===== src/design/imursp_pkg.sv =====
// ----------------------------------------------------------------------------
// imursp_pkg
// constants and types of the sensor report stream parser
// ----------------------------------------------------------------------------
package imursp_pkg;

    localparam int DEF_MAX_PACKET_BYTES = 128;

    // packet layout
    localparam int CHANNEL_BYTE      = 2;
    localparam int TAG_BYTE          = 4;
    localparam int FIRST_REPORT_BYTE = 9;

    localparam logic [7:0] CHANNEL_REPORTS    = 8'h03;
    localparam logic [7:0] TAG_BASE_TIMESTAMP = 8'hFB;
    localparam logic [7:0] ID_ACCEL           = 8'h01;
    localparam logic [7:0] ID_GYRO            = 8'h02;

    // byte positions inside one report
    localparam int REPORT_LEN = 10;
    localparam int RP_W       = 4;
    localparam logic [RP_W-1:0] RP_ID         = 4'd0;
    localparam logic [RP_W-1:0] RP_STATUS     = 4'd2;
    localparam logic [RP_W-1:0] RP_AXIS_FIRST = 4'd4;
    localparam logic [RP_W-1:0] RP_AXIS_LAST  = 4'd8;
    localparam logic [RP_W-1:0] RP_LAST       = 4'(REPORT_LEN - 1);
    localparam int AXIS_BYTES = 5;

    localparam int VALUE_W  = 17;
    localparam int S_DATA_W = 8;
    localparam int M_DATA_W = 56;

    typedef struct packed {
        logic                      sensor;
        logic signed [VALUE_W-1:0] x_value;
        logic signed [VALUE_W-1:0] y_value;
        logic signed [VALUE_W-1:0] z_value;
        logic [1:0]                accuracy;
    } t_result;

endpackage


===== src/design/imu_report_stream_parser.sv =====
// ----------------------------------------------------------------------------
// imu_report_stream_parser
// parses accelerometer and gyroscope reports out of sensor-hub packet bytes
// ----------------------------------------------------------------------------
// path: the beat carrying a report's last byte enters the input register, and the
//   parse step then moves the report into the result register
// throughput: one byte beat per cycle while no report waits on the receiver
// reset: synchronous active-low, clears the valid flags of both registers and the
//   packet parse state; no clearing pass, the block takes beats right after reset
module imu_report_stream_parser
    import imursp_pkg::*;
#(
    parameter int MAX_PACKET_BYTES = DEF_MAX_PACKET_BYTES
) (
    input  logic                i_clk,
    input  logic                i_rst_n,
    // byte input
    input  logic                i_s_tvalid,
    output logic                o_s_tready,
    input  logic [S_DATA_W-1:0] i_s_tdata,   // [7:0] data_byte
    input  logic                i_s_tlast,   // last_byte
    // report output
    output logic                o_m_tvalid,
    input  logic                i_m_tready,
    output logic [M_DATA_W-1:0] o_m_tdata,   // [16:0] x_value, [33:17] y_value,
                                             // [50:34] z_value, [52:51] accuracy,
                                             // [55:53] zero
    output logic                o_m_tuser    // sensor
);

    // input register
    logic       r_in_valid;
    logic [7:0] r_in_byte;
    logic       r_in_last;

    // result register
    logic    r_out_valid;
    t_result r_out;

    logic    advance;
    logic    emit;
    t_result result;

    // the parse step runs when a byte waits and the result register is free or being drained
    assign advance    = r_in_valid && (!r_out_valid || i_m_tready);
    assign o_s_tready = !r_in_valid || advance;

    always_ff @(posedge i_clk) begin
        if (!i_rst_n) begin
            r_in_valid <= 1'b0;
        end else if (o_s_tready) begin
            r_in_valid <= i_s_tvalid;
        end
    end

    always_ff @(posedge i_clk) begin
        if (i_s_tvalid && o_s_tready) begin
            r_in_byte <= i_s_tdata[7:0];
            r_in_last <= i_s_tlast;
        end
    end

    imursp_core #(
        .MAX_PACKET_BYTES(MAX_PACKET_BYTES)
    ) u_core (
        .i_clk    (i_clk),
        .i_rst_n  (i_rst_n),
        .i_step   (advance),
        .i_byte   (r_in_byte),
        .i_last   (r_in_last),
        .o_emit   (emit),
        .o_result (result)
    );

    // a byte without a report still moves through, leaving the result empty
    always_ff @(posedge i_clk) begin
        if (!i_rst_n) begin
            r_out_valid <= 1'b0;
        end else if (advance) begin
            r_out_valid <= emit;
        end else if (i_m_tready) begin
            r_out_valid <= 1'b0;
        end
    end

    always_ff @(posedge i_clk) begin
        if (advance && emit) begin
            r_out <= result;
        end
    end

    assign o_m_tvalid = r_out_valid;
    assign o_m_tuser  = r_out.sensor;
    assign o_m_tdata  = {3'b000, r_out.accuracy, r_out.z_value, r_out.y_value,
                         r_out.x_value};

endmodule


===== src/design/imursp_core.sv =====
// ----------------------------------------------------------------------------
// imursp_core
// per-packet parse state and report decode, one byte per step
// ----------------------------------------------------------------------------
module imursp_core
    import imursp_pkg::*;
#(
    parameter int MAX_PACKET_BYTES = DEF_MAX_PACKET_BYTES
) (
    input  logic          i_clk,
    input  logic          i_rst_n,
    input  logic          i_step,
    input  logic [7:0]    i_byte,
    input  logic          i_last,
    output logic          o_emit,
    output t_result       o_result
);

    localparam int POS_W = $clog2(MAX_PACKET_BYTES + 1);

    logic [POS_W-1:0] r_byte_pos, n_byte_pos;
    logic             r_accepted, n_accepted;
    logic [RP_W-1:0]  r_rp, n_rp;
    logic             r_gyro, n_gyro;
    logic [1:0]       r_acc, n_acc;
    logic [7:0]       r_axis [AXIS_BYTES];

    logic                      wr_axis;
    logic signed [15:0]        raw_x, raw_y, raw_z;
    logic signed [VALUE_W-1:0] ext_x, ext_y, ext_z;

    assign raw_x = {r_axis[1], r_axis[0]};
    assign raw_y = {r_axis[3], r_axis[2]};
    assign raw_z = {i_byte, r_axis[4]};
    assign ext_x = VALUE_W'(raw_x);
    assign ext_y = VALUE_W'(raw_y);
    assign ext_z = VALUE_W'(raw_z);

    always_comb begin
        logic acc_chk;
        n_byte_pos = r_byte_pos;
        n_accepted = r_accepted;
        n_rp       = r_rp;
        n_gyro     = r_gyro;
        n_acc      = r_acc;
        wr_axis    = 1'b0;
        o_emit     = 1'b0;
        acc_chk    = r_accepted;
        if (i_step && (r_byte_pos < POS_W'(MAX_PACKET_BYTES))) begin
            if (r_byte_pos == POS_W'(CHANNEL_BYTE) && i_byte != CHANNEL_REPORTS)
                acc_chk = 1'b0;
            if (r_byte_pos == POS_W'(TAG_BYTE) && i_byte != TAG_BASE_TIMESTAMP)
                acc_chk = 1'b0;
            if (r_byte_pos >= POS_W'(FIRST_REPORT_BYTE) && acc_chk) begin
                if (r_rp == RP_ID) begin
                    if (i_byte == ID_ACCEL)
                        n_gyro = 1'b0;
                    else if (i_byte == ID_GYRO)
                        n_gyro = 1'b1;
                    else
                        acc_chk = 1'b0;
                end else if (r_rp == RP_STATUS) begin
                    n_acc = i_byte[1:0];
                end else if (r_rp >= RP_AXIS_FIRST && r_rp <= RP_AXIS_LAST) begin
                    wr_axis = 1'b1;
                end else if (r_rp == RP_LAST) begin
                    o_emit = 1'b1;
                end
                if (acc_chk)
                    n_rp = (r_rp >= RP_LAST) ? '0 : r_rp + RP_W'(1);
            end
            n_accepted = acc_chk;
            n_byte_pos = r_byte_pos + POS_W'(1);
        end
        // end of packet: back to the idle packet state
        if (i_step && i_last) begin
            n_byte_pos = '0;
            n_accepted = 1'b1;
            n_rp       = '0;
            n_gyro     = 1'b0;
            n_acc      = '0;
        end
    end

    always_comb begin
        o_result.sensor   = r_gyro;
        o_result.x_value  = r_gyro ? ext_y : -ext_y;
        o_result.y_value  = r_gyro ? ext_x : -ext_x;
        o_result.z_value  = -ext_z;
        o_result.accuracy = r_acc;
    end

    always_ff @(posedge i_clk) begin
        if (!i_rst_n) begin
            r_byte_pos <= '0;
            r_accepted <= 1'b1;
            r_rp       <= '0;
            r_gyro     <= 1'b0;
            r_acc      <= '0;
        end else begin
            r_byte_pos <= n_byte_pos;
            r_accepted <= n_accepted;
            r_rp       <= n_rp;
            r_gyro     <= n_gyro;
            r_acc      <= n_acc;
        end
    end

    always_ff @(posedge i_clk) begin
        for (int i = 0; i < AXIS_BYTES; i++) begin
            if (wr_axis && r_rp == RP_AXIS_FIRST + RP_W'(i))
                r_axis[i] <= i_byte;
        end
    end

endmodule


===== config.mk =====
export PLATFORM = sky130hd
export DESIGN_NAME = imu_report_stream_parser
export DESIGN_NICKNAME = d
export VERILOG_FILES = /design/src/design/imursp_pkg.sv /design/src/design/imu_report_stream_parser.sv /design/src/design/imursp_core.sv
export SDC_FILE = /design/constraint.sdc
export NUM_CORES = 1
export LEC_CHECK = 0
export ABC_AREA = 1
export BUFFER_PORTS_ARGS = -buffer_cell sky130_fd_sc_hd__buf_4
export CORE_UTILIZATION = 50
export CTS_BUF_LIST = sky130_fd_sc_hd__clkbuf_8 sky130_fd_sc_hd__clkbuf_16
export DETAILED_ROUTE_END_ITERATION = 16
export GPL_TIMING_DRIVEN = 0
export PLACE_DENSITY_LB_ADDON = 0.1
export SLEW_MARGIN = 5
export SYNTH_ARGS = -nofsm -noshare
export SYNTH_HDL_FRONTEND = slang
export SYNTH_SLANG_ARGS = --single-unit

===== constraint.sdc =====
create_clock -name i_clk -period 5.1 [get_ports i_clk]
set_clock_uncertainty 0.2 [all_clocks]
set_input_delay 1.02 -clock i_clk [delete_from_list [all_inputs] [get_ports i_clk]]
set_output_delay 1.02 -clock i_clk [all_outputs]
set_load 0.01 [all_outputs]

[After elaboration in Yosys (flattened, before gate mapping)]
Memories as Yosys holds them, arrays and structs flattened.
Index checks and enable logic that the tools add are counted.
Cells by class
  div/mod/pow operators: 0
  mux-type cells: 49
  equality and inequality tests: 13
  multipliers: 0
  $add $sub $neg: 5
  magnitude comparators: 5
  shift-type cells: 0
  bitwise logic cells: 2
  reduce and logical (&&, ||, !) cells: 29
Operators by type and width (number)
  negator 16 -> 17 bit: 3
  2-to-1 mux 1 bit: 38
  2-to-1 mux 17 bit: 2
  2-to-1 mux 8 bit: 4
  OR reduction 8 bit: 4
  == test 4 x 3 -> 1 bit (second input constant): 4
  == test 8 x 2 -> 1 bit (second input constant): 2
  logical AND 1 bit: 14
  2-to-1 mux 3 bit: 4
  adder 8 x 1 -> 8 bit (second input constant): 1
  == test 4 bit (second input constant): 2
  == test 8 x 1 -> 1 bit (second input constant): 1
  == test 8 x 3 -> 1 bit (second input constant): 1
  greater-or-equal comparator 8 x 4 -> 1 bit (second input constant): 1
  less-than comparator 8 bit (second input constant): 1
  inequality test 8 x 2 -> 1 bit (second input constant): 1
  inequality test 8 bit (second input constant): 1
  AND reduction 4 bit: 2
  adder 4 x 1 -> 4 bit (second input constant): 1
  == test 4 x 2 -> 1 bit (second input constant): 1
  greater-or-equal comparator 4 x 3 -> 1 bit (second input constant): 1
  greater-or-equal comparator 4 bit (second input constant): 1
  less-or-equal comparator 4 bit (second input constant): 1
  logical NOT 4 bit: 1
  other kinds (7): 11
Storage, ports and cells
  logic and storage cells: 118
  bits in registers: 81
  memory bits (read-only): 0
  bits in writable memories: 40
  memories: 1
  latch bits: 0
Memory list
  u_core.r_axis: words 5, width 8, rd ports 5, clocked after memory_dff 0, write ports 1, line imursp_core.sv:26  | logic [7:0] r_axis [AXIS_BYTES];

[Depth between registers and ports, before layout]
Gate-level depths: netlist (run 1).
  depth after elaboration: 16
  mapped depth: 11

[Cells and area by module]
Synthesis (run 1) repeated with hierarchy kept, for this count alone.
Second synthesis, totals
  cells, all modules: 482
  area total of the unflattened synthesis: 5480.3 µm²
Modules (own cells, without submodules)
  imursp_core: times used 1, area each 3454.6 µm², cells each 398
  imu_report_stream_parser: times used 1, area each 2025.7 µm², cells each 84

[Worst setup path after synthesis (run 1)]
No wires, ideal clock.
  path type: input to register
  from: input port i_m_tready
  to: register r_out (netlist bit o_m_tdata[0]), enable pin
  path slack: 1666 ps
  data required time: 4492 ps
  buffers on the path: 1
  data arrival time: 2826 ps
  stages on the path: 9
  cell sequence: inv_2 > nand2_2 > nand3_2 > nor2_1 > nand2_1 > nor2_4 > buf_6 > nand4_2 > inv_1
Between the ends
  longest elaborated chain between the ends: 5
Ends and longest elaborated chain
  start: declaration: line imu_report_stream_parser.sv:24  | input logic i_m_tready,
  logical OR 1 bit *: line imu_report_stream_parser.sv:45  | assign advance = r_in_valid && (!r_out_valid || i_m_tready);
  logical AND 1 bit *: line imu_report_stream_parser.sv:45
  logical AND 1 bit: line imursp_core.sv:49  | if (i_step && (r_byte_pos < POS_W'(MAX_PACKET_BYTES))) begin
  2-to-1 mux 1 bit: line imursp_core.sv:49
  logical AND 1 bit *: line imu_report_stream_parser.sv:87  | if (advance && emit) begin
  end signal: assignment: line imu_report_stream_parser.sv:88  | r_out <= result;
  end: declaration: line imu_report_stream_parser.sv:38  | t_result r_out;
Mark *: on every way between the ends. The rest lies on a longest branch, timed or not.
A chain may end at the register's enable or synchronous reset.

[Final worst setup path (run 1)]
  from: register r_in_byte[2]
  to: memory u_core.r_axis[4][1] (netlist: u_core.r_axis[0][33]), enable pin
Between the ends
  longest elaborated chain between the ends: 16
  elaborated cells between the ends (all ways): 37
Ends and longest elaborated chain
  start: declaration: line imu_report_stream_parser.sv:33  | logic [7:0] r_in_byte;
  start signal: assignment: line imu_report_stream_parser.sv:58  | r_in_byte <= i_s_tdata[7:0];
  inequality test 8 x 2 -> 1 bit: line imursp_core.sv:50  | if (r_byte_pos == POS_W'(CHANNEL_BYTE) && i_byte != CHANNEL_REPORTS)
  logical AND 1 bit: line imursp_core.sv:50
  2-to-1 mux 1 bit: line imursp_core.sv:50
  2-to-1 mux 1 bit *: line imursp_core.sv:52  | if (r_byte_pos == POS_W'(TAG_BYTE) && i_byte != TAG_BASE_TIMESTAMP)
  2-to-1 mux 1 bit *: line imursp_core.sv:49
  logical AND 1 bit *: line imursp_core.sv:54  | if (r_byte_pos >= POS_W'(FIRST_REPORT_BYTE) && acc_chk) begin
  2-to-1 mux 1 bit *: line imursp_core.sv:54
  2-to-1 mux 1 bit *: line imursp_core.sv:49
  logical AND 1 bit: line imursp_core.sv:111  | if (wr_axis && r_rp == RP_AXIS_FIRST + RP_W'(i))
  2-to-1 mux 1 bit: line imursp_core.sv:111
  2-to-1 mux 1 bit (implied by the code): line imursp_core.sv:112  | r_axis[i] <= i_byte;
  OR reduction 8 bit (no source line)
  2-to-1 mux 3 bit (no source line) or 2-to-1 mux 1 bit (tied branches) (4 in series)
  end: declaration: line imursp_core.sv:26
Mark *: on every way between the ends. The rest lies on a longest branch, timed or not. The select of a mux whose other input is x is not followed.

==> flow_metrics.env, run 1 <==
export IMPL_outcome="completed"
export IMPL_dieArea_sq_um=11300
export IMPL_wl_um=9870
export IMPL_hold_depth=0
export IMPL_fmax_mhz=354
export IMPL_worstPathRequired_ps=5030
export IMPL_drtIter0Drc=160
export IMPL_crit_buf_inv=0
export IMPL_netlist_area_sq_um=5430
export IMPL_synth_top_area_frac=0.570
export IMPL_cts_tree="built"
export IMPL_seq_area_sq_um=3450
export IMPL_synthMuxAreaShare=0
export IMPL_grt_pass1_vias=3434
export IMPL_setup_violations_final=0
export IMPL_cpMostUsedCell="nor2_1"
export IMPL_cp_max_fo=9
export IMPL_antenna_found_initial=0
export IMPL_core_area_sq_um=10400
export IMPL_holdBufCountCts=0
export IMPL_r2r_cells=7
export IMPL_gp_congestion=0.863
export IMPL_maxSlewHeadroom=0.275
export IMPL_grt_busiest_layer="met2"
export IMPL_insertedDiodeCount=0
export IMPL_final_util=0.645
export IMPL_r2r_end="u_core.r_axis[0][33]"
export IMPL_synthTopCellsByArea="edfxtp_1, dfxtp_1, xor2_1, nand2_1, inv_1"
export IMPL_drt_pass1_iterations=5
export IMPL_met3_usage=0.0723
export IMPL_nets=607
export IMPL_hold_viol=0
export IMPL_area_growth_pct=23.8
export IMPL_hold_end="o_m_tdata[52]"
export IMPL_syn_inst=492
export IMPL_worst_slack_ps=2280
export IMPL_p_leak_nw=2.72
export IMPL_synth_simple_gate_area_frac=0.171
export IMPL_ys_ff_latch=121
export IMPL_use_met2=0.330
export IMPL_hold_ws_ps=238
export IMPL_worstSetupPathType="register to register"
export IMPL_drive_above_1_share=0.215
export IMPL_rsz0062_at_grt="no"
export IMPL_dieWidth_um=106
export IMPL_path_cells="nor2_1, nand2_1, nor2_1, nor2_1, nor2_4, nand2_2, nor3_1"
export IMPL_pre_cts_ws_ps=1750
export IMPL_worst_path_max_delay_cell="nor3_1"
export IMPL_max_stage_delay_ps=850
export IMPL_grt_usage=0.194
export IMPL_worstSetupEndpointType="register"
export IMPL_syn_avg_cell_area_sq_um=11.0
export IMPL_crit_family="simple AND/OR/NAND/NOR gates"
export IMPL_finalMaxSlewViolations=0
export IMPL_ios=72
export IMPL_routedWlPerCell_um=13.5
export IMPL_setup_tns_ps=0
export IMPL_root_buffer="clkbuf_8"
export IMPL_place_hpwl_um=6890
export IMPL_overflow=0
export IMPL_grt_pass1_wl_um=16200
export IMPL_grt_max_degree=46
export IMPL_holdCritPathClass="register to register"
export IMPL_row_count=37
export IMPL_fin_crit_ps=2820
export IMPL_cts_buffers_inserted=17
export IMPL_yosys_area_top_type="edfxtp_1"
export IMPL_vias=3616
export IMPL_drc=0
export IMPL_arrival_ps=2760
export IMPL_ys_seq_area_frac=0.636
export IMPL_via_per_inst=4.95
export IMPL_clk_path_buf_depth=2
export IMPL_synth_compound_area_frac=0.0397
export IMPL_htreeDepth=4
export IMPL_synth_top_family_by_area="simple AND/OR/NAND/NOR gates"
export IMPL_multi_input_area_sq_um=1640
export IMPL_fill_cells=834
export IMPL_ir_worst_vdd_v=0.000194
export IMPL_synth_xor_area_share=0.0629
export IMPL_fin_crit_sh=0.554
export IMPL_path_clk_slew_ps=60
export IMPL_synth_fa_ha_area_frac=0.0277
export IMPL_power_density_nw_per_um2=344
export IMPL_ff2ff_setup_slack_ps=2280
export IMPL_post_cts_buffers=0
export IMPL_initial_core_util=0.521
export IMPL_max_slew_worst_pin_slew_ps=1080
export IMPL_cap_viol_max_count=0
export IMPL_startpoint_type="register"
export IMPL_synth_cell_types=35
export IMPL_holdCritStartpoint="u_core.r_acc[1]"
export IMPL_port_buffer_count=68
export IMPL_use_met1=0.218
export IMPL_ys_warnings_count=0
export IMPL_reg2reg_from="r_in_byte[2]"
export IMPL_clock_sinks=121
export IMPL_cts_resized=0
export IMPL_ant_nets=0
export IMPL_die_h_um=106
export IMPL_insertion_delay_ps=520
==> cells in the final DEF (no fill, tap or decap), types with 17 or more instances in the layout <==
cell type    n
nor2_1      53
buf_4       71
a21oi_1     17
inv_1       63
edfxtp_1   103
dfxtp_1     18
nand3_1     20
xor2_1      34
nand4_1     17
nand2_1     70
==> worst max-delay path by stage <==
stage	endpoint	cells after the start	from	slack, ps
2_1_floorplan	o_m_tdata[0]	9	i_m_tready	1670
3_3_place_gp	o_m_tdata[32]	10	i_m_tready	1000
3_5_place_dp	u_core.r_axis[0][33]	9	i_m_tready	1750
4_1_cts	u_core.r_axis[0][33]	7	r_in_byte[2]	2230
5_1_grt	u_core.r_axis[0][32]	7	r_in_byte[2]	2000
6_report	u_core.r_axis[0][33]	7	r_in_byte[2]	2280
==> worst register-to-register path, stage by stage, from the launching register on <==
cell	delay, ps
edfxtp_1	580
nor2_1	250
nand2_1	90
nor2_1	100
nor2_1	80
nor2_4	140
nand2_2	150
nor3_1	860
==> cell families (layout without fill, tap and decap cells) <==
logic type | count (synthesis) | in the layout
xor+xnor | 39 | 39
other cells | 1 | 3
fa+ha+maj | 12 | 12
buf+inv | 84 | 185
simple gates | 195 | 195
compound gates | 40 | 40
flops | 121 | 121
==> metal layers <==
layer,up-vias,part of all wire
met2,101,0.52
met5,-,0
li1,1839,-
met4,0,0.016
met1,1662,0.41
met3,14,0.049
==> state kept, by name, summed over array words and instances, names as in the netlist <==
name               count
o_m_tuser              1
o_m_tvalid             1
u_core.r_rp            4
u_core.r_axis         40
r_in_valid             1
u_core.r_accepted      1
r_in_byte              8
o_m_tdata             53
u_core.r_byte_pos      8
u_core.r_acc           2
u_core.r_gyro          1
r_in_last              1
==> layout make-up <==
| cell class | count | share of cell area |
|---|---|---|
| well taps | 136 | 0.0253 |
| repair buffers | 69 | 0.0790 |
| inverters | 74 | 0.0413 |
| flip-flops and latches | 121 | 0.514 |
| plain buffers | 10 | 0.00875 |
| multi-input cells | 289 | 0.245 |
| clock inverters | 15 | 0.0251 |
| clock buffers | 17 | 0.0617 |
==> Yosys cell counts <==
library cell / n
nor4_2: 4
o21ai_1: 6
nand3_1: 20
inv_1: 59
buf_6: 1
ha_1: 12
clkinv_1: 1
xnor2_1: 5
nand3b_1: 5
nor3_2: 2
o21ai_0: 9
or2_1: 2
nand4_1: 17
nor2_2: 1
nor2_1: 53
conb_1: 1
nand2_2: 2
edfxtp_1: 103
buf_1: 1
buf_2: 2
nand3_2: 1
clkbuf_1: 3
nor3_1: 13
a31oi_1: 6
or2_0: 2
dfxtp_1: 18
nor3b_1: 1
xor2_1: 34
buf_4: 3
nand2_1: 70
a21oi_1: 17
o21ai_2: 2
nor2_4: 1
inv_2: 14
nand4_2: 1
==> per-stage QoR <==
stage                     power (mW)  cell area (sq um)  instances
after floorplan                 1.14               5430        494
after global placement          1.16               6110        698
after detailed placement        1.16               6130        699
after CTS                       2.33               6720        731
after global routing            2.38               6720        731
final                           2.31               6720        731
==> where the power goes <==
| part | switching, mW | internal (mW) |
|---|---|---|
| logic | 0.0253 | 0.0186 |
| clock network | 0.392 | 0.776 |
| registers | 0.0208 | 1.08 |
Power figures use the tool's default switching activity.
==> inputs of run 2 (changes only) <==
==> constraint.sdc (replaced) <==
create_clock -name i_clk -period 2.5 [get_ports i_clk]
set_clock_uncertainty 0.2 [all_clocks]
set_input_delay 0.5 -clock i_clk [delete_from_list [all_inputs] [get_ports i_clk]]
set_output_delay 0.5 -clock i_clk [all_outputs]
set_load 0.01 [all_outputs]
==> run 2 against run 1 <==
Register-to-register slack worse by 2100 ps. Clock-buffer cell count is 1 higher. Non-clock buffer count is 34 higher. Routed wire length is 9.3% higher. Largest power group is now sequential cells. Design area is 5.5% higher. Core utilization is 3.5 points higher. Combinational power grew to 3.5 times the previous value.
==> flow_metrics.env, run 2 (synthesis results as in run 1) <==
export IMPL_grt_pass1_vias=3660
export IMPL_r2r_cells=11
export IMPL_place_hpwl_um=6740
export IMPL_clk_path_buf_depth=2
export IMPL_design_area_sq_um=7080
export IMPL_outcome="completed"
export IMPL_startpoint_type="register"
export IMPL_fill_cells=801
export IMPL_port_buffer_count=68
export IMPL_fin_crit_ps=2340
export IMPL_worst_path_max_delay_cell="edfxtp_1"
export IMPL_grt_usage=0.198
export IMPL_drc=0
export IMPL_cp_startpoint="r_in_byte[2]"
export IMPL_path_clk_slew_ps=60
export IMPL_setup_tns_ps=0
export IMPL_dieArea_sq_um=11300
export IMPL_worst_slack_ps=165
export IMPL_maxSlewHeadroom=0.658
export IMPL_core_area_sq_um=10400
export IMPL_die_h_um=106
export IMPL_htreeDepth=4
export IMPL_r2r_end="o_m_tuser"
export IMPL_ir_worst_vdd_v=0.000415
export IMPL_ios=72
export IMPL_finalMaxSlewViolations=0
export IMPL_hold_viol=0
export IMPL_grt_max_degree=28
export IMPL_fin_crit_sh=0.934
export IMPL_place_area_sq_um=6140
export IMPL_wl_um=10800
export IMPL_insertedDiodeCount=0
export IMPL_row_count=37
export IMPL_gp_congestion=0.837
export IMPL_worstSetupEndpointType="register"
export IMPL_clock_sinks=121
export IMPL_critPathCapture="o_m_tuser"
export IMPL_hold_depth=3
export IMPL_drive_above_1_share=0.259
export IMPL_reg2reg_from="r_in_byte[2]"
export IMPL_area_growth_pct=30.6
export IMPL_drtIter0Drc=226
export IMPL_nets=645
export IMPL_routedWlPerCell_um=14.0
export IMPL_pre_cts_ws_ps=-610
export IMPL_antenna_found_initial=0
export IMPL_grt_pass1_wl_um=16700
export IMPL_layout_common_cells="edfxtp_1, buf_4, nand2_1, inv_1, nor2_1"
export IMPL_cts_buffers_inserted=17
export IMPL_initial_core_util=0.521
export IMPL_max_slew_worst_pin_slew_ps=513
export IMPL_cts_tree="built"
export IMPL_rsz0062_at_grt="no"
export IMPL_insertion_delay_ps=520
export IMPL_cpMostUsedCell="nand2_1"
export IMPL_fmax_mhz=428
export IMPL_path_cells="inv_2, nand2_1, nor2_1, nand2_1, nand2_1, nand2_2, nor2_4, buf_6, nand4_4, clkinvlp_4, buf_12"
export IMPL_vias=3854
export IMPL_ant_nets=0
export IMPL_drt_pass1_iterations=5
export IMPL_final_common_cell="edfxtp_1"
export IMPL_worstPathRequired_ps=2520
export IMPL_p_leak_nw=2.87
export IMPL_cp_max_fo=14
export IMPL_dieWidth_um=106
export IMPL_arrival_ps=2360
export IMPL_via_per_inst=5.01
export IMPL_largest_reg_flops=53
export IMPL_setup_violations_final=0
export IMPL_max_stage_delay_ps=520
export IMPL_final_util=0.680
export IMPL_cap_viol_max_count=0
export IMPL_holdCritPathClass="primary input to register"
export IMPL_overflow=0
export IMPL_worstSetupPathType="register to register"
export IMPL_ff2ff_setup_slack_ps=160
export IMPL_root_buffer="clkbuf_8"
export IMPL_hold_ws_ps=46.7
export IMPL_power_density_nw_per_um2=648
run 2: area by class of cell:
type	instances	area, sq um	area share
buffer	10	61.3	0.00865
clock inverter	14	118	0.0166
sequential	121	3450	0.487
timing repair inverter	4	27.5	0.00389
inverter	74	282	0.0397
clock buffer	18	428	0.0604
tap	136	170	0.0240
multi-input combinational	289	1710	0.242
timing repair buffer	103	833	0.118
run 2: worst min path at each step:
stage                    start  slack (ps)            end
3_5_place_dp   u_core.r_acc[0]         230  o_m_tdata[51]
4_1_cts                i_rst_n          20     o_m_tvalid
3_3_place_gp   u_core.r_acc[0]         220  o_m_tdata[51]
2_1_floorplan  u_core.r_acc[0]         210  o_m_tdata[51]
6_report               i_rst_n          50     o_m_tvalid
5_1_grt                i_rst_n          50     o_m_tvalid
run 2: metrics by stage:
stage	power, mW	cells
after floorplan	2.33	494
after global placement	2.37	698
after detailed placement	2.38	698
after CTS	4.60	747
after global routing	4.74	769
final	4.59	769
run 2: what timing repair did:
action | 4_1_cts | 5_1_grt
endpoints found under the hold margin | 9 | 0
buffers inserted | 7 | 19
hold buffers | 9 | 0
pin swaps | 5 | 0
gates resized for setup | 8 | 3
cloned | 1 | 3
setup endpoints to repair | 94 | 94
run 2: routing by layer:
metal / GRT usage / share of wire / vias up
li1: - / - / 1917
met1: 0.219 / 0.40 / 1801
met2: 0.355 / 0.54 / 123
met3: 0.0558 / 0.049 / 13
met4: 0.0823 / 0.012 / 0
met5: 0 / 0 / -
run 2: power breakdown:
group / internal (mW) / total (mW) / switching [mW]
Clock: 1.41 / 2.21 / 0.800
Sequential: 2.20 / 2.22 / 0.0231
Combinational: 0.0719 / 0.155 / 0.0829
Total: 3.68 / 4.59 / 0.906
run 2: worst max-delay path, delay by kind of cell (launching register included):
kind	cells	cell delay, ps
and+or+nand+nor	7	700
DFF	1	520
buffers and inverters	4	620
==> inputs of run 3 (changes only) <==
--- a/config.mk
+++ b/config.mk
@@ -5,7 +5,6 @@
 export SDC_FILE = /design/constraint.sdc
 export NUM_CORES = 1
 export LEC_CHECK = 0
-export ABC_AREA = 1
 export BUFFER_PORTS_ARGS = -buffer_cell sky130_fd_sc_hd__buf_4
 export CORE_UTILIZATION = 50
 export CTS_BUF_LIST = sky130_fd_sc_hd__clkbuf_8 sky130_fd_sc_hd__clkbuf_16
==> run 3 against run 2 <==
Fmax shrank 1.6%. Sequential cell count is the same. Die area shrank 3.4%. Power shrank 0.40%. Clock power is essentially flat. First-iteration DRC count shrank 30%. Global-route usage shrank 0.66 points. Sequential share of layout area grew 2.8 points. Clock-buffer cell count grew 2. Combinational power shrank 37%. Routed wire length shrank 8.1%. Via count shrank 15%.
==> flow_metrics.env, run 3 <==
export IMPL_path_clk_slew_ps=60
export IMPL_maxSlewHeadroom=0.555
export IMPL_area_growth_pct=27.9
export IMPL_hold_viol=0
export IMPL_r2r_cells=8
export IMPL_worst_slack_ps=126
export IMPL_syn_inst=384
export IMPL_holdCritPathClass="primary input to register"
export IMPL_use_met1=0.230
export IMPL_synth_fa_ha_area_frac=0.0287
export IMPL_grt_pass1_vias=3148
export IMPL_met3_usage=0.0583
export IMPL_synth_common_cells="edfxtp_1, nor2_1, xor2_1"
export IMPL_synthMuxAreaShare=0.0119
export IMPL_largest_reg_flops=53
export IMPL_worstSetupEndpointType="register"
export IMPL_cap_viol_max_count=0
export IMPL_ios=72
export IMPL_overflow=0
export IMPL_max_slew_worst_pin_slew_ps=663
export IMPL_p_leak_nw=2.36
export IMPL_ff2ff_setup_slack_ps=130
export IMPL_synth_compound_area_frac=0.0416
export IMPL_cp_max_fo=30
export IMPL_insertedDiodeCount=0
export IMPL_ant_nets=0
export IMPL_setup_violations_final=0
export IMPL_wl_um=9910
export IMPL_clk_path_buf_depth=2
export IMPL_synth_top_flop_cell="edfxtp_1"
export IMPL_async_flop_share=0
export IMPL_row_count=36
export IMPL_layout_common_cells="edfxtp_1, buf_4, nor2_1, xor2_1, a21oi_1"
export IMPL_drtIter0Drc=158
export IMPL_worstPathRequired_ps=2560
export IMPL_dieArea_sq_um=10900
export IMPL_fill_cells=720
export IMPL_drc=0
export IMPL_grt_usage=0.191
export IMPL_final_common_cell="edfxtp_1"
export IMPL_ys_warnings_count=0
export IMPL_grt_max_degree=31
export IMPL_r2r_end="o_m_tdata[8]"
export IMPL_startpoint_type="register"
export IMPL_dieWidth_um=104
export IMPL_synth_edf_count=103
export IMPL_synthTopCellsByArea="edfxtp_1, dfxtp_1, xor2_1, nor2_1, ha_1"
export IMPL_worstSetupPathType="register to register"
export IMPL_syn_avg_cell_area_sq_um=13.6
export IMPL_root_buffer="clkbuf_8"
export IMPL_ys_ff_latch=121
export IMPL_power_density_nw_per_um2=682
export IMPL_synth_xor_area_share=0.0853
export IMPL_ys_seq_area_frac=0.659
export IMPL_synth_most_common_cell="edfxtp_1"
export IMPL_fmax_mhz=421
export IMPL_clock_sinks=121
export IMPL_synth_cell_types=51
export IMPL_pre_cts_ws_ps=-421
export IMPL_antenna_found_initial=0
export IMPL_arrival_ps=2430
export IMPL_critPathCapture="o_m_tdata[8]"
export IMPL_synth_simple_gate_area_frac=0.149
export IMPL_insertion_delay_ps=520
export IMPL_drive_above_1_share=0.268
export IMPL_final_util=0.673
export IMPL_htreeDepth=4
export IMPL_grt_pass1_wl_um=15600
export IMPL_die_h_um=104
export IMPL_outcome="completed"
export IMPL_fin_crit_sh=0.950
export IMPL_place_hpwl_um=6260
export IMPL_synth_top_family_by_area="simple AND/OR/NAND/NOR gates"
export IMPL_rsz0062_at_grt="no"
export IMPL_synth_top_area_frac=0.591
export IMPL_routedWlPerCell_um=15.6
export IMPL_cts_tree="built"
export IMPL_core_area_sq_um=9950
export IMPL_cp_startpoint="u_core.r_byte_pos[1]"
export IMPL_netlist_area_sq_um=5240
export IMPL_ir_worst_vdd_v=0.000580
export IMPL_port_buffer_count=68
export IMPL_gp_congestion=0.849
export IMPL_initial_core_util=0.526
export IMPL_use_met2=0.315
export IMPL_via_per_inst=5.15
export IMPL_reg2reg_from="u_core.r_byte_pos[1]"
export IMPL_holdCritStartpoint="i_m_tready"
export IMPL_fin_crit_ps=2370
export IMPL_grt_busiest_layer="met2"
export IMPL_drt_pass1_iterations=5
export IMPL_nets=515
export IMPL_vias=3278
export IMPL_cts_buffers_inserted=17
export IMPL_finalMaxSlewViolations=0
export IMPL_yosys_area_top_type="edfxtp_1"
run 3: critical path, cell delays in order, from the launching register on:
cell     delay, ps
dfxtp_1        440
inv_1          110
ha_1           190
or3b_2         480
a21oi_4        150
nor2_1          70
nand2_2        190
nor2_4          90
buf_12         170
run 3: kinds of logic (layout without fill, tap and decap cells):
family	after synthesis	count (layout)
compound gates	34	34
other cells	1	3
mux	6	6
simple gates	134	135
buf+inv	25	141
flops	121	121
fa+ha+maj	12	12
xor+xnor	51	51
run 3: metal layers:
layer	wire length, um	vias up
met2	5040	83
met1	4280	1582
li1	-	1603
met5	0	-
met3	490	10
met4	99	0
run 3: final cells by class:
class	count	area [sq um]	share of cell area
Timing Repair Buffer	84	683	0.102
Tap cell	133	166	0.0248
Inverter	13	48.8	0.00728
Buffer	12	72.6	0.0108
Multi-Input combinational cell	241	1720	0.257
Sequential cell	121	3450	0.515
Clock buffer	20	455	0.0680
Clock inverter	12	100	0.0149
run 3: stage by stage:
stage / total power, mW / TNS, ps / cell area, sq um / instances / hold WS (ps)
after detailed placement: 2.36 / -19140 / 5950 / 588 / 221
after global routing: 4.72 / 0 / 6700 / 636 / 196
after CTS: 4.61 / -1350 / 6650 / 634 / 180
after global placement: 2.36 / -39480 / 5930 / 587 / 215
after floorplan: 2.32 / -13630 / 5250 / 386 / 206
final: 4.57 / 0 / 6700 / 636 / 202
run 3: worst min-delay path by stage:
stage	slack, ps	cells after the start	to
after detailed placement	220	0	o_m_tdata[52]
final	200	5	o_m_tvalid
after floorplan	210	0	o_m_tuser
after CTS	180	5	o_m_tvalid
after global routing	200	5	o_m_tvalid
after global placement	220	0	o_m_tdata[52]
run 3: timing repair:
item	CTS	global route
cloned	1	0
gates resized for setup	4	10
hold endpoints to repair	11	0
setup endpoints to repair	62	54
hold buffers	11	0
pin swaps	2	1
setup buffers	2	2
run 3: report_power, final:
| group | internal, mW | leakage, nW | total [mW] | switching, mW |
|---|---|---|---|---|
| combinational | 0.0500 | 1.01 | 0.0970 | 0.0470 |
| clock | 1.39 | 0.268 | 2.23 | 0.848 |
| sequential | 2.20 | 1.08 | 2.24 | 0.0413 |
| total | 3.63 | 2.36 | 4.57 | 0.936 |
